==> src/awm_pkg.sv <==
// Shared types and constants for the bus activity wake monitor.
`timescale 1ns / 1ps

package awm_pkg;

   localparam logic [31:0] WINDOW_MS  = 32'd1000;
   localparam logic [15:0] RATE_MAX   = 16'hFFFF;
   localparam logic [9:0]  MS_PER_SEC = 10'd1000;

   typedef enum logic [1:0] {
      CSR_GAP_MS         = 2'd0,
      CSR_WAKE_FRAME_MIN = 2'd1,
      CSR_SILENCE_SEC    = 2'd2,
      CSR_MIN_FPS        = 2'd3
   } csr_index_type;

   typedef enum logic {
      KIND_FRAME = 1'b0,
      KIND_POLL  = 1'b1
   } kind_type;

   typedef struct packed {
      logic        kind;
      logic [31:0] now_ms;
      logic        power_reduced;
      logic [31:0] hold_ms;
   } req_type;

   typedef struct packed {
      logic        wake_request;
      logic        bus_active;
      logic        continuous;
      logic [15:0] frame_rate;
      logic [31:0] frame_count;
   } rsp_type;

endpackage

==> src/awm_chan_if.sv <==
// Valid/ready channel carrying one item payload.
`timescale 1ns / 1ps

interface awm_chan_if #(
   parameter type payload_type = logic
) ();
   logic        valid;
   logic        ready;
   payload_type payload;

   modport source (output valid, output payload, input ready);
   modport sink   (input valid, input payload, output ready);
endinterface

==> src/bus_activity_wake_monitor.sv <==
// Bus activity wake monitor: run tracking, wake requests and frame rate windows.
// Each accepted item's result is registered into the output buffer before it reaches rsp_ch.
// One item per cycle while the skid entry is empty; all state updates finish in the accept cycle.
// Results sit in a two-entry output buffer, so req_ch stays ready while one
// result waits on a stalled rsp_ch.
// Synchronous active-high reset clears the state and sets registers to defaults.
`timescale 1ns / 1ps

module bus_activity_wake_monitor (
   input  logic                     clock,
   input  logic                     reset,
   awm_chan_if.sink                 req_ch,
   awm_chan_if.source               rsp_ch,
   input  logic                     csr_we,
   input  awm_pkg::csr_index_type   csr_index,
   input  logic [15:0]              csr_wdata
);
   import awm_pkg::*;

   // configuration
   logic [15:0] gap_ms_ff, wake_frame_min_ff, min_fps_ff;
   logic [7:0]  silence_sec_ff;

   // monitor state
   logic [31:0] last_frame_time_ff, last_frame_time_in;
   logic [31:0] run_start_time_ff, run_start_time_in;
   logic [31:0] frames_seen_ff, frames_seen_in;
   logic [31:0] wake_run_time_ff, wake_run_time_in;
   logic [31:0] wake_run_start_count_ff, wake_run_start_count_in;
   logic        wake_run_consumed_ff, wake_run_consumed_in;
   logic [31:0] window_start_time_ff, window_start_time_in;
   logic [31:0] window_start_count_ff, window_start_count_in;
   logic [15:0] current_rate_ff, current_rate_in;

   // output buffer
   logic    head_valid_ff, head_valid_in;
   logic    skid_valid_ff, skid_valid_in;
   rsp_type head_ff, head_in;
   rsp_type skid_ff, skid_in;

   logic    push, pop;
   req_type req;
   rsp_type result;
   logic    is_frame;

   logic [31:0] since_last, since_window, delta;
   logic [31:0] silent, held;
   logic        gap_hit, fresh_run, consumed_mid, wake;
   logic [31:0] wake_base;
   logic [17:0] threshold_ms;
   logic        quiet, slow;

   assign req      = req_ch.payload;
   assign is_frame = (req.kind == KIND_FRAME);
   assign req_ch.ready = !skid_valid_ff;
   assign push     = req_ch.valid && req_ch.ready;
   assign pop      = head_valid_ff && rsp_ch.ready;

   // frame arrival
   always_comb begin
      since_last = req.now_ms - last_frame_time_ff;
      gap_hit    = (last_frame_time_ff == 32'd0) || (since_last > {16'd0, gap_ms_ff});

      last_frame_time_in      = last_frame_time_ff;
      run_start_time_in       = run_start_time_ff;
      frames_seen_in          = frames_seen_ff;
      wake_run_time_in        = wake_run_time_ff;
      wake_run_start_count_in = wake_run_start_count_ff;
      wake_run_consumed_in    = wake_run_consumed_ff;
      fresh_run    = 1'b0;
      consumed_mid = wake_run_consumed_ff;
      wake_base    = wake_run_start_count_ff;
      wake         = 1'b0;

      if (is_frame) begin
         if (gap_hit) begin
            run_start_time_in = req.now_ms;
         end
         frames_seen_in     = frames_seen_ff + 32'd1;
         last_frame_time_in = req.now_ms;
         fresh_run = (run_start_time_in != wake_run_time_ff);
         if (fresh_run) begin
            wake_run_time_in        = run_start_time_in;
            wake_run_start_count_in = frames_seen_in;
            consumed_mid            = 1'b0;
            wake_base               = frames_seen_in;
         end
         wake = req.power_reduced && !consumed_mid &&
                ((frames_seen_in - wake_base) >= {16'd0, wake_frame_min_ff});
         wake_run_consumed_in = !req.power_reduced || wake || consumed_mid;
      end
   end

   // poll: rate window
   always_comb begin
      since_window = req.now_ms - window_start_time_ff;
      delta        = frames_seen_ff - window_start_count_ff;
      window_start_time_in  = window_start_time_ff;
      window_start_count_in = window_start_count_ff;
      current_rate_in       = current_rate_ff;
      if (!is_frame) begin
         if (window_start_time_ff == 32'd0) begin
            window_start_time_in  = req.now_ms;
            window_start_count_in = frames_seen_ff;
         end else if (since_window >= WINDOW_MS) begin
            current_rate_in       = (delta[31:16] != 16'd0) ? RATE_MAX : delta[15:0];
            window_start_time_in  = req.now_ms;
            window_start_count_in = frames_seen_ff;
         end
      end
   end

   // result, evaluated on the updated state
   always_comb begin
      silent       = req.now_ms - last_frame_time_in;
      held         = req.now_ms - run_start_time_in;
      threshold_ms = 18'(silence_sec_ff) * 18'(MS_PER_SEC);
      quiet        = silent >= {14'd0, threshold_ms};
      slow         = current_rate_in < min_fps_ff;

      result.wake_request = wake;
      result.bus_active   = (last_frame_time_in != 32'd0) && !(quiet && slow);
      result.continuous   = (last_frame_time_in != 32'd0) &&
                            (silent <= {16'd0, gap_ms_ff}) &&
                            (run_start_time_in != 32'd0) &&
                            (held >= req.hold_ms);
      result.frame_rate   = current_rate_in;
      result.frame_count  = frames_seen_in;
   end

   // two-entry output buffer
   always_comb begin
      head_valid_in = head_valid_ff;
      head_in       = head_ff;
      skid_valid_in = skid_valid_ff;
      skid_in       = skid_ff;
      if (pop) begin
         if (skid_valid_ff) begin
            head_in       = skid_ff;
            skid_valid_in = 1'b0;
         end else begin
            head_valid_in = push;
            head_in       = result;
         end
      end else if (push) begin
         if (!head_valid_ff) begin
            head_valid_in = 1'b1;
            head_in       = result;
         end else begin
            skid_valid_in = 1'b1;
            skid_in       = result;
         end
      end
   end

   assign rsp_ch.valid   = head_valid_ff;
   assign rsp_ch.payload = head_ff;

   always_ff @(posedge clock) begin
      if (reset) begin
         gap_ms_ff         <= 16'd1000;
         wake_frame_min_ff <= 16'd10;
         silence_sec_ff    <= 8'd10;
         min_fps_ff        <= 16'd10;
      end else if (csr_we) begin
         unique case (csr_index)
            CSR_GAP_MS:         gap_ms_ff         <= csr_wdata;
            CSR_WAKE_FRAME_MIN: wake_frame_min_ff <= csr_wdata;
            CSR_SILENCE_SEC:    silence_sec_ff    <= csr_wdata[7:0];
            CSR_MIN_FPS:        min_fps_ff        <= csr_wdata;
            default:            ;
         endcase
      end
   end

   always_ff @(posedge clock) begin
      if (reset) begin
         last_frame_time_ff      <= 32'd0;
         run_start_time_ff       <= 32'd0;
         frames_seen_ff          <= 32'd0;
         wake_run_time_ff        <= 32'd0;
         wake_run_start_count_ff <= 32'd0;
         wake_run_consumed_ff    <= 1'b1;
         window_start_time_ff    <= 32'd0;
         window_start_count_ff   <= 32'd0;
         current_rate_ff         <= 16'd0;
      end else if (push) begin
         last_frame_time_ff      <= last_frame_time_in;
         run_start_time_ff       <= run_start_time_in;
         frames_seen_ff          <= frames_seen_in;
         wake_run_time_ff        <= wake_run_time_in;
         wake_run_start_count_ff <= wake_run_start_count_in;
         wake_run_consumed_ff    <= wake_run_consumed_in;
         window_start_time_ff    <= window_start_time_in;
         window_start_count_ff   <= window_start_count_in;
         current_rate_ff         <= current_rate_in;
      end
   end

   always_ff @(posedge clock) begin
      if (reset) begin
         head_valid_ff <= 1'b0;
         skid_valid_ff <= 1'b0;
      end else begin
         head_valid_ff <= head_valid_in;
         skid_valid_ff <= skid_valid_in;
      end
   end

   always_ff @(posedge clock) begin
      head_ff <= head_in;
      skid_ff <= skid_in;
   end

endmodule

==> src/flat_wrapper.sv <==
// flat-port wrapper written by rule: the top's interface ports become plain ports
module bus_activity_wake_monitor_flat import awm_pkg::*;
  (clock, reset, csr_we, csr_index, csr_wdata, req_ch_valid, req_ch_payload, req_ch_ready, rsp_ch_valid, rsp_ch_payload, rsp_ch_ready);
  awm_chan_if #(.payload_type(req_type)) req_ch_i ();
  awm_chan_if #(.payload_type(rsp_type)) rsp_ch_i ();
  input  logic clock;
  input  logic reset;
  input  logic csr_we;
  input  awm_pkg::csr_index_type csr_index;
  input  logic [15:0] csr_wdata;
  input wire logic [$bits(req_ch_i.valid)-1:0] req_ch_valid;
  input wire logic [$bits(req_ch_i.payload)-1:0] req_ch_payload;
  output wire logic [$bits(req_ch_i.ready)-1:0] req_ch_ready;
  output wire logic [$bits(rsp_ch_i.valid)-1:0] rsp_ch_valid;
  output wire logic [$bits(rsp_ch_i.payload)-1:0] rsp_ch_payload;
  input wire logic [$bits(rsp_ch_i.ready)-1:0] rsp_ch_ready;
  assign req_ch_i.valid = req_ch_valid;
  assign req_ch_i.payload = req_ch_payload;
  assign req_ch_ready = req_ch_i.ready;
  assign rsp_ch_valid = rsp_ch_i.valid;
  assign rsp_ch_payload = rsp_ch_i.payload;
  assign rsp_ch_i.ready = rsp_ch_ready;
  bus_activity_wake_monitor u_core (.clock(clock), .reset(reset), .req_ch(req_ch_i), .rsp_ch(rsp_ch_i), .csr_we(csr_we), .csr_index(csr_index), .csr_wdata(csr_wdata));
endmodule
==> config.mk <==
export PLATFORM = sky130hd
export DESIGN_NAME = bus_activity_wake_monitor_flat
export DESIGN_NICKNAME = d
export VERILOG_FILES = /design/src/awm_pkg.sv /design/src/awm_chan_if.sv /design/src/bus_activity_wake_monitor.sv /design/src/flat_wrapper.sv
export SDC_FILE = /design/constraint.sdc
export NUM_CORES = 1
export LEC_CHECK = 0
export BUFFER_PORTS_ARGS = -buffer_cell sky130_fd_sc_hd__buf_2
export CORE_UTILIZATION = 57
export DETAILED_ROUTE_END_ITERATION = 6
export PLACE_DENSITY = 0.84
export SKIP_LAST_GASP = 1
export SLEW_MARGIN = 5
export SYNTH_ARGS = -nofsm -noshare
export SYNTH_HDL_FRONTEND = slang
export SYNTH_SLANG_ARGS = --single-unit
==> constraint.sdc <==
create_clock -name clock -period 11.3 [get_ports clock]
set_clock_uncertainty 0.1 [all_clocks]
set_input_delay 1.13 -clock clock [delete_from_list [all_inputs] [get_ports clock]]
set_output_delay 1.13 -clock clock [all_outputs]
set_load 0.02 [all_outputs]
# == Yosys cells after proc, flatten, opt, wreduce, memory -nomap -nowiden ==
# Index checks and enable logic that the tools add are counted.
# totals
word_cells,109
register_bits,401
out_inout_bits,53
# op_classes
mul,1
n_lt_le_gt_ge,7
eq_ne,6
reduce_logical,36
mux,25
n_bitwise,2
addsub,7
# ops
op,count
two-way mux 32 bit,11
two-way mux 51 bit,4
subtractor 32 bit,6
logical NOT 32 bit,2
two-way mux 16 bit,4
nonzero test 32 bit,2
"adder 32 x 1 -> 32 bit, second input constant",1
">= comparator 32 x 10 -> 1 bit, second input constant",1
>= comparator 32 x 16 -> 1 bit,1
>= comparator 32 x 18 -> 1 bit,1
>= comparator 32 bit,1
greater-than comparator 32 x 16 -> 1 bit,1
<= comparator 32 x 16 -> 1 bit,1
!= test 32 bit,1
less-than comparator 16 bit,1
AND reduction 2 bit,8
nonzero test 16 bit,1
"multiplier 8 x 7 -> 15 bit, second input constant",1
logical AND 1 bit,9
AND reduction 3 bit,3
two-way mux 1 bit,6
"== test 2 bit, second input constant",2
logical NOT 1 bit,4
"!= test 2 bit, second input constant",2
other kinds (6),10

# == Longest topological paths before layout ==
# Gate-level depths: netlist of the first run.
# depth
ltp_word,15
depth_mapped,57
mapped_depth_nobuf,55

# == Worst setup path before layout of the first run ==
# Ideal clock, no wire load.
# synth_timing
path_kind,input to register
from,input port req_ch_payload[35]
to,register u_core.skid_ff[50] (netlist bit) (data pin)
path_buffers,3
arrival_time_ns,11.255
path_slack_ns,-0.330
t_required_ns,10.925
stages,55
path_cell_list,ha_1 > o211ai_1 > a21o_1 > nand2_1 > a21o_1 > a21o_1 > a21o_1 > a21oi_1 > o21bai_1 > a21oi_1 > xnor2_1 > ha_1 > o21ai_0 > o21bai_1 > a21oi_1 > o21ai_0 > a21oi_1 > a2bb2oi_1 > (+19 left out) > maj3_1 > maj3_1 > nor2_1 > or4_4 > a31oi_1 > o21ba_2 > xnor2_1 > ha_1 > nor2b_1 > o21ai_0 > o211ai_1 > nor4_1 > o2111ai_1 > a2111oi_0 > nand4_1 > a2111oi_0 > and4_1 > a2111oi_2
# synth_lines
item,line_no,source
start: declaration,flat_wrapper.sv:12,input wire logic [$bits(req_ch_i.payload)-1:0] req_ch_payload;
end signal: assignment,bus_activity_wake_monitor.sv:212,skid_ff <= skid_in;
end: declaration,bus_activity_wake_monitor.sv:39,"rsp_type skid_ff, skid_in;"

==> results.txt, run 1 <==
DRT Pass-1 Iters: 6
Slew Limit Fails: 0
Cell Area, Synth: 31500 µm²
Distinct cells, synth: 85
Ports: 142
antenna fix cells: 0
Required @ worst endpoint: 11.53 ns
Inst Count DP: 4683
most frequent CP cell: a21o_1
Final ANT Viol Nets: 0
Power Density: 134 nW/µm²
Die Y: 237 µm
outcome: completed
synthesized area per cell: 8.11 µm²
footprint of the multi-input gates: 21100 µm²
post-route minimum period: 10.84 ns
CTS Buf Count: 44
DIE AREA: 56200 µm²
Placeable Area: 54200 µm²
predominant post-synthesis flop cell: dfxtp_1
post-DP HPWL: 66.6 mm
H-tree Lvls: 2
DRC violations left: 0
Register Area: 9050 µm²
Slew @ Worst Pin: 1.15 ns
RSZ-0062 raised after global routing: yes
slowest CP cell: or4_4
Period Utilization, post-route: 96.0%
cell taking the most area after synthesis: dfxtp_1
CTS tree: done
Detailed Route Iter0 Violations: 2853
GRT Total Usage: 31.4%
Area Overhead vs Synth: 13.1%
Non-Filler Instances: 4790
EDFF count, synth: 102
Arrival @ worst endpoint: 11.07 ns
fin nets: 4503
maximum vdd drop: 137 µV
Syn Nets: 4330
CTS clk-pin slew, worst paths: 0.06 ns
slowest stage delay, CP: 0.54 ns
GR Overflow Total: 0
HP Class: flip-flop to flip-flop
clock sink total: 401
final hold vios: 0
Buf/Inv on CP: 3
sequential element share of the synthesized area: 28.7%
Setup CP Type: input pin to flip-flop
worst rel slew slack: 21.3%
Die W: 237 µm
first-pass GRT wire length: 142 mm
asr flop ratio synth: 0%
Reg2Reg Depth: 57
total power: 4.78 mW
Final GP Congestion: 1.01
Clock Tree Root: clkbuf_16
Yosys top cell area share: 19.0%
Leakage Power: 15.9 nW
proportion of layout cells with a drive suffix above 1: 12.0%
clock buffer depth: 3
Levels on crit path: 57
final wirelength: 90.4 mm
row count: 85
Clk Latency, worst-skew pair: 0.61 ns
CP delay by family, top: compound AO/OA/AOI/OAI gates
DR WL/cell: 18.9 µm
CP endpoint kind: flip-flop
number of global-route vias before repair: 27100
Synth area leaders: dfxtp_1, ha_1, edfxtp_1
largest net degree at the start of global routing: 229
initial antenna violation count: 1
hold path depth: 2
Final setup viols: 0
max-cap viol count: 0
synthesized flop and latch total: 401
Fmax achieved: 0.0922 GHz
most frequent cells in the layout: nor2_1, nand2_1, ha_1
fillcell total: 4339
Gate Count Post-Synth: 3885
final core occ: 65.7%
Syn. warnings: 0
port bufs: 141
commonest non-fill, non-tap cell in the layout: nor2_1
Worst Setup Start Kind: input pin
initial core utilization: 58.1%
CP max FO: 5
Vias: 29100
post-DR vias/cell: 6.08
registers in the layout, summed over array words and instances (netlist names), 32 cells and up:
register	count
u_core.frames_seen_ff	32
u_core.last_frame_time_ff	32
u_core.rsp_ch.payload	51
u_core.run_start_time_ff	32
u_core.skid_ff	51
u_core.wake_run_start_count_ff	32
u_core.wake_run_time_ff	32
u_core.window_start_count_ff	32
u_core.window_start_time_ff	32
synth_stat cells, types with 89 or more instances:
master and n:
o21ai_0 158, ha_1 328, a21oi_1 307, clkbuf_1 149
a21o_1 90, a211oi_1 89, edfxtp_1 102, inv_1 289
dfxtp_1 299, mux2i_1 176, xor2_1 108, nand2_1 383
nor2_1 453, xnor2_1 143
logic make-up (layout without fill, tap and decap cells):
| family | after synthesis | in the layout | synth area share [%] |
|---|---|---|---|
| compound gates | 881 | 881 | 17.8 |
| xor+xnor | 251 | 251 | 6.97 |
| fa+ha+maj | 361 | 361 | 15.0 |
| buf+inv | 466 | 675 | 5.61 |
| flops | 401 | 401 | 28.7 |
| mux | 204 | 204 | 6.59 |
| simple gates | 1321 | 1321 | 19.3 |
path summary, 6_finish.rpt:
path / startpoint / end / slack, ns
hold / removal: u_core.current_rate_ff[10]$_SDFFE_PP0P_ / u_core.current_rate_ff[10]$_SDFFE_PP0P_ / 0.35
setup / recovery: req_ch_payload[35] / u_core.skid_ff[50]$_DFFE_PP_ / 0.46
setup reg to reg: u_core.last_frame_time_ff[2]$_SDFFE_PP0P_ / u_core.skid_ff[50]$_DFFE_PP_ / 0.58
hold reg to reg: u_core.current_rate_ff[10]$_SDFFE_PP0P_ / u_core.current_rate_ff[10]$_SDFFE_PP0P_ / 0.35
routing by layer:
metal	global-route usage (%)	routed length, µm
met1	43.5	39400
met2	48.5	39000
met3	5.39	8210
met4	12.9	3790
met5	0	12
final cells by class:
cell class                 instances  area share [%]
multi-input combinational       3018            59.1
sequential                       401            25.4
inverter                         289            3.04
clock buffer                      54            3.25
timing repair buffer             304            5.58
tap                              696            2.44
clock inverter                    28            1.24
per-stage QoR:
stage | setup TNS [ns] | cell area (µm²) | hold slack, ns | worst slack (ns)
after floorplan | 0 | 31500 | 0.331 | 0.00657
after global placement | -1.76 | 33600 | 0.338 | -0.558
after detailed placement | -3.28 | 33600 | 0.343 | -0.834
after CTS | 0 | 35300 | 0.351 | 0.0546
after global routing | -0.194 | 35600 | 0.365 | -0.0979
final | 0 | 35600 | 0.349 | 0.457
power breakdown:
| group | internal (mW) | switching, mW | total (mW) |
|---|---|---|---|
| Combinational | 0.678 | 0.894 | 1.57 |
| Sequential | 1.56 | 0.0610 | 1.62 |
| Clock | 0.949 | 0.645 | 1.59 |
| Total | 3.18 | 1.60 | 4.78 |
worst register-to-register path: cells and delay by family (launching register included):
kind,cells,cell delay (ns)
buffers and inverters,3,0.34
AND/OR/NAND/NOR,14,2.92
flip-flops,1,0.37
XOR/XNOR,2,0.24
adder cells (fa/ha/maj),8,1.89
AO/OA/AOI/OAI,30,4.60
what timing repair did:
item,4_1_cts,5_1_grt
buffers inserted,12,13
resized for setup,10,65
hold buffers,0,0
pin swaps,15,49
setup endpoints to repair,4,5
No activity file was read; power rests on OpenSTA's default activity.
==> inputs of run 2 (changes only) <==
CORE_UTILIZATION = 25   (was 57)
PLACE_DENSITY = 0.45   (was 0.84)
clock period = 13.9 ns   (was 11.3 ns; I/O delays follow)
==> results.txt, run 2 (synthesis results as in run 1) <==
outcome: completed
CP max FO: 10
Comb pwr share: 31.1%
fin nets: 4391
max-cap viol count: 0
RSZ-0062 raised after global routing: no
Slew @ Worst Pin: 1.28 ns
Clk network pwr share: 34.6%
Detailed Route Iter0 Violations: 2123
Vias: 27400
Die Y: 357 µm
Flop pwr share: 34.3%
Clock Tree Root: clkbuf_16
R2R Setup Slk: 1.66 ns
initial antenna violation count: 14
initial core utilization: 25.3%
final wirelength: 105 mm
internal power: 2.50 mW
hold path depth: 2
Clk Latency, worst-skew pair: 0.65 ns
GRT Total Usage: 16.1%
switching share of power: 34.9%
DRC violations left: 0
Non-Filler Instances: 5626
Required @ worst endpoint: 14.17 ns
final hold vios: 0
Period Utilization, post-route: 91.5%
most frequent cells in the layout: nor2_1, nand2_1, ha_1
CTS clk-pin slew, worst paths: 0.06 ns
placed instance area: 34000 µm²
DR WL/cell: 18.6 µm
CTS tree: done
Layout Cell Area excl Fill: 35700 µm²
DIE AREA: 128000 µm²
commonest non-fill, non-tap cell in the layout: nor2_1
clock sink total: 401
Worst Setup Start Kind: input pin
Worst Setup SP: req_ch_payload[34]
H-tree Lvls: 2
largest net degree at the start of global routing: 104
fillcell total: 13400
Fmax achieved: 0.0786 GHz
final setup TNS: 0 ns
Final GP Congestion: 0.849
post-DR vias/cell: 4.86
hold-critical path endpoint: u_core.current_rate_ff[11]$_SDFFE_PP0P_
FF-to-FF Start: u_core.last_frame_time_ff[2]$_SDFFE_PP0P_
Leakage Power: 15.3 nW
slowest stage delay, CP: 0.57 ns
most frequent CP cell: a21o_1
post-CTS sizing: 0
setup bufs post-CTS: 0
proportion of layout cells with a drive suffix above 1: 8.58%
footprint of the multi-input gates: 20800 µm²
Die W: 357 µm
clock buffer depth: 3
Register Area: 9050 µm²
worst rel slew slack: 13.6%
HP Start: u_core.current_rate_ff[11]$_SDFFE_PP0P_
Inst Count DP: 5531
HP Class: flip-flop to flip-flop
Reg2Reg Depth: 56
Ports: 142
number of global-route vias before repair: 25900
slowest CP cell: o21ai_1
maximum vdd drop: 89.9 µV
Hold WS: 0.352 ns
post-DP HPWL: 79.3 mm
Final ANT Viol Nets: 0
row count: 129
total power: 3.84 mW
post-route minimum period: 12.72 ns
CTS Buf Count: 50
DRT Pass-1 Iters: 5
Post-CTS Hold Buffers: 0
Slew Limit Fails: 0
GR Overflow Total: 0
Final setup viols: 0
Psw: 1.34 mW
Area Overhead vs Synth: 13.2%
port bufs: 141
first-pass GRT wire length: 159 mm
Arrival @ worst endpoint: 12.99 ns
Power Density: 108 nW/µm²
Setup CP Type: input pin to flip-flop
Crit Reg-Reg Endpoint: u_core.skid_ff[50]$_DFFE_PP_
CP endpoint kind: flip-flop
Placeable Area: 124000 µm²
run 2: cell types whose count changed in the layout (fill, tap and decap cells not counted), moves of 5 or more:
| cell | previous run | this run |
|---|---|---|
| o21ai_1 | 9 | 4 |
| o21ai_0 | 147 | 157 |
| a21oi_2 | 9 | 3 |
| buf_4 | 159 | 46 |
| clkinvlp_4 | 2 | 8 |
| clkbuf_16 | 44 | 50 |
| ha_1 | 322 | 328 |
| bufinv_16 | 9 | 3 |
| a21oi_1 | 301 | 307 |
| ha_4 | 5 | 0 |
| o21ai_2 | 6 | 1 |
run 2: cell type report:
type / count / share of cell area, %
multi-input combinational: 3018 / 58.3
inverter: 289 / 3.04
tap: 1637 / 5.74
antenna: 3 / 0.0210
clock inverter: 25 / 0.800
clock buffer: 67 / 3.81
timing repair buffer: 186 / 2.96
sequential: 401 / 25.4
run 2: how the worst max path moves through the flow:
stage,end,slack [ns]
floorplan,u_core.skid_ff[50]$_DFFE_PP_,2.01
global placement,u_core.skid_ff[50]$_DFFE_PP_,0.71
detailed placement,u_core.skid_ff[50]$_DFFE_PP_,0.52
CTS,u_core.skid_ff[50]$_DFFE_PP_,1.24
global route,u_core.skid_ff[50]$_DFFE_PP_,0.03
finish,u_core.skid_ff[50]$_DFFE_PP_,1.18
run 2: through the flow:
| step | util (%) | worst slack [ns] |
|---|---|---|
| final | 28.7 | 1.18 |
| after global routing | 28.7 | 0.0310 |
| after detailed placement | 27.3 | 0.519 |
| after global placement | 27.3 | 0.706 |
| after floorplan | - | 2.01 |
| after CTS | 28.7 | 1.24 |
run 2: power by group through the flow:
stage | Clock, mW | Sequential, mW | Combinational (mW)
after CTS | 1.38 | 1.32 | 1.20
after floorplan | 0 | 1.35 | 0.833
after detailed placement | 0 | 1.34 | 1.19
final | 1.33 | 1.32 | 1.19
after global routing | 1.42 | 1.32 | 1.35
after global placement | 0 | 1.34 | 1.18
run 2: critical path, delay by kind of cell:
| kind | cells | cell delay (ns) |
|---|---|---|
| simple gates | 15 | 3.19 |
| fa+ha+maj | 8 | 2.62 |
| mux | 1 | 0.15 |
| xor+xnor | 2 | 0.26 |
| compound gates | 28 | 4.90 |
| buf+inv | 2 | 0.44 |
run 2: layer usage:
metal / vias up / routed length [µm] / global-route usage (%)
li1: 13800 / - / -
met1: 12900 / 55000 / 24.6
met2: 502 / 42400 / 23.4
met3: 113 / 5130 / 2.35
met4: 14 / 2080 / 3.85
met5: - / 91 / 0
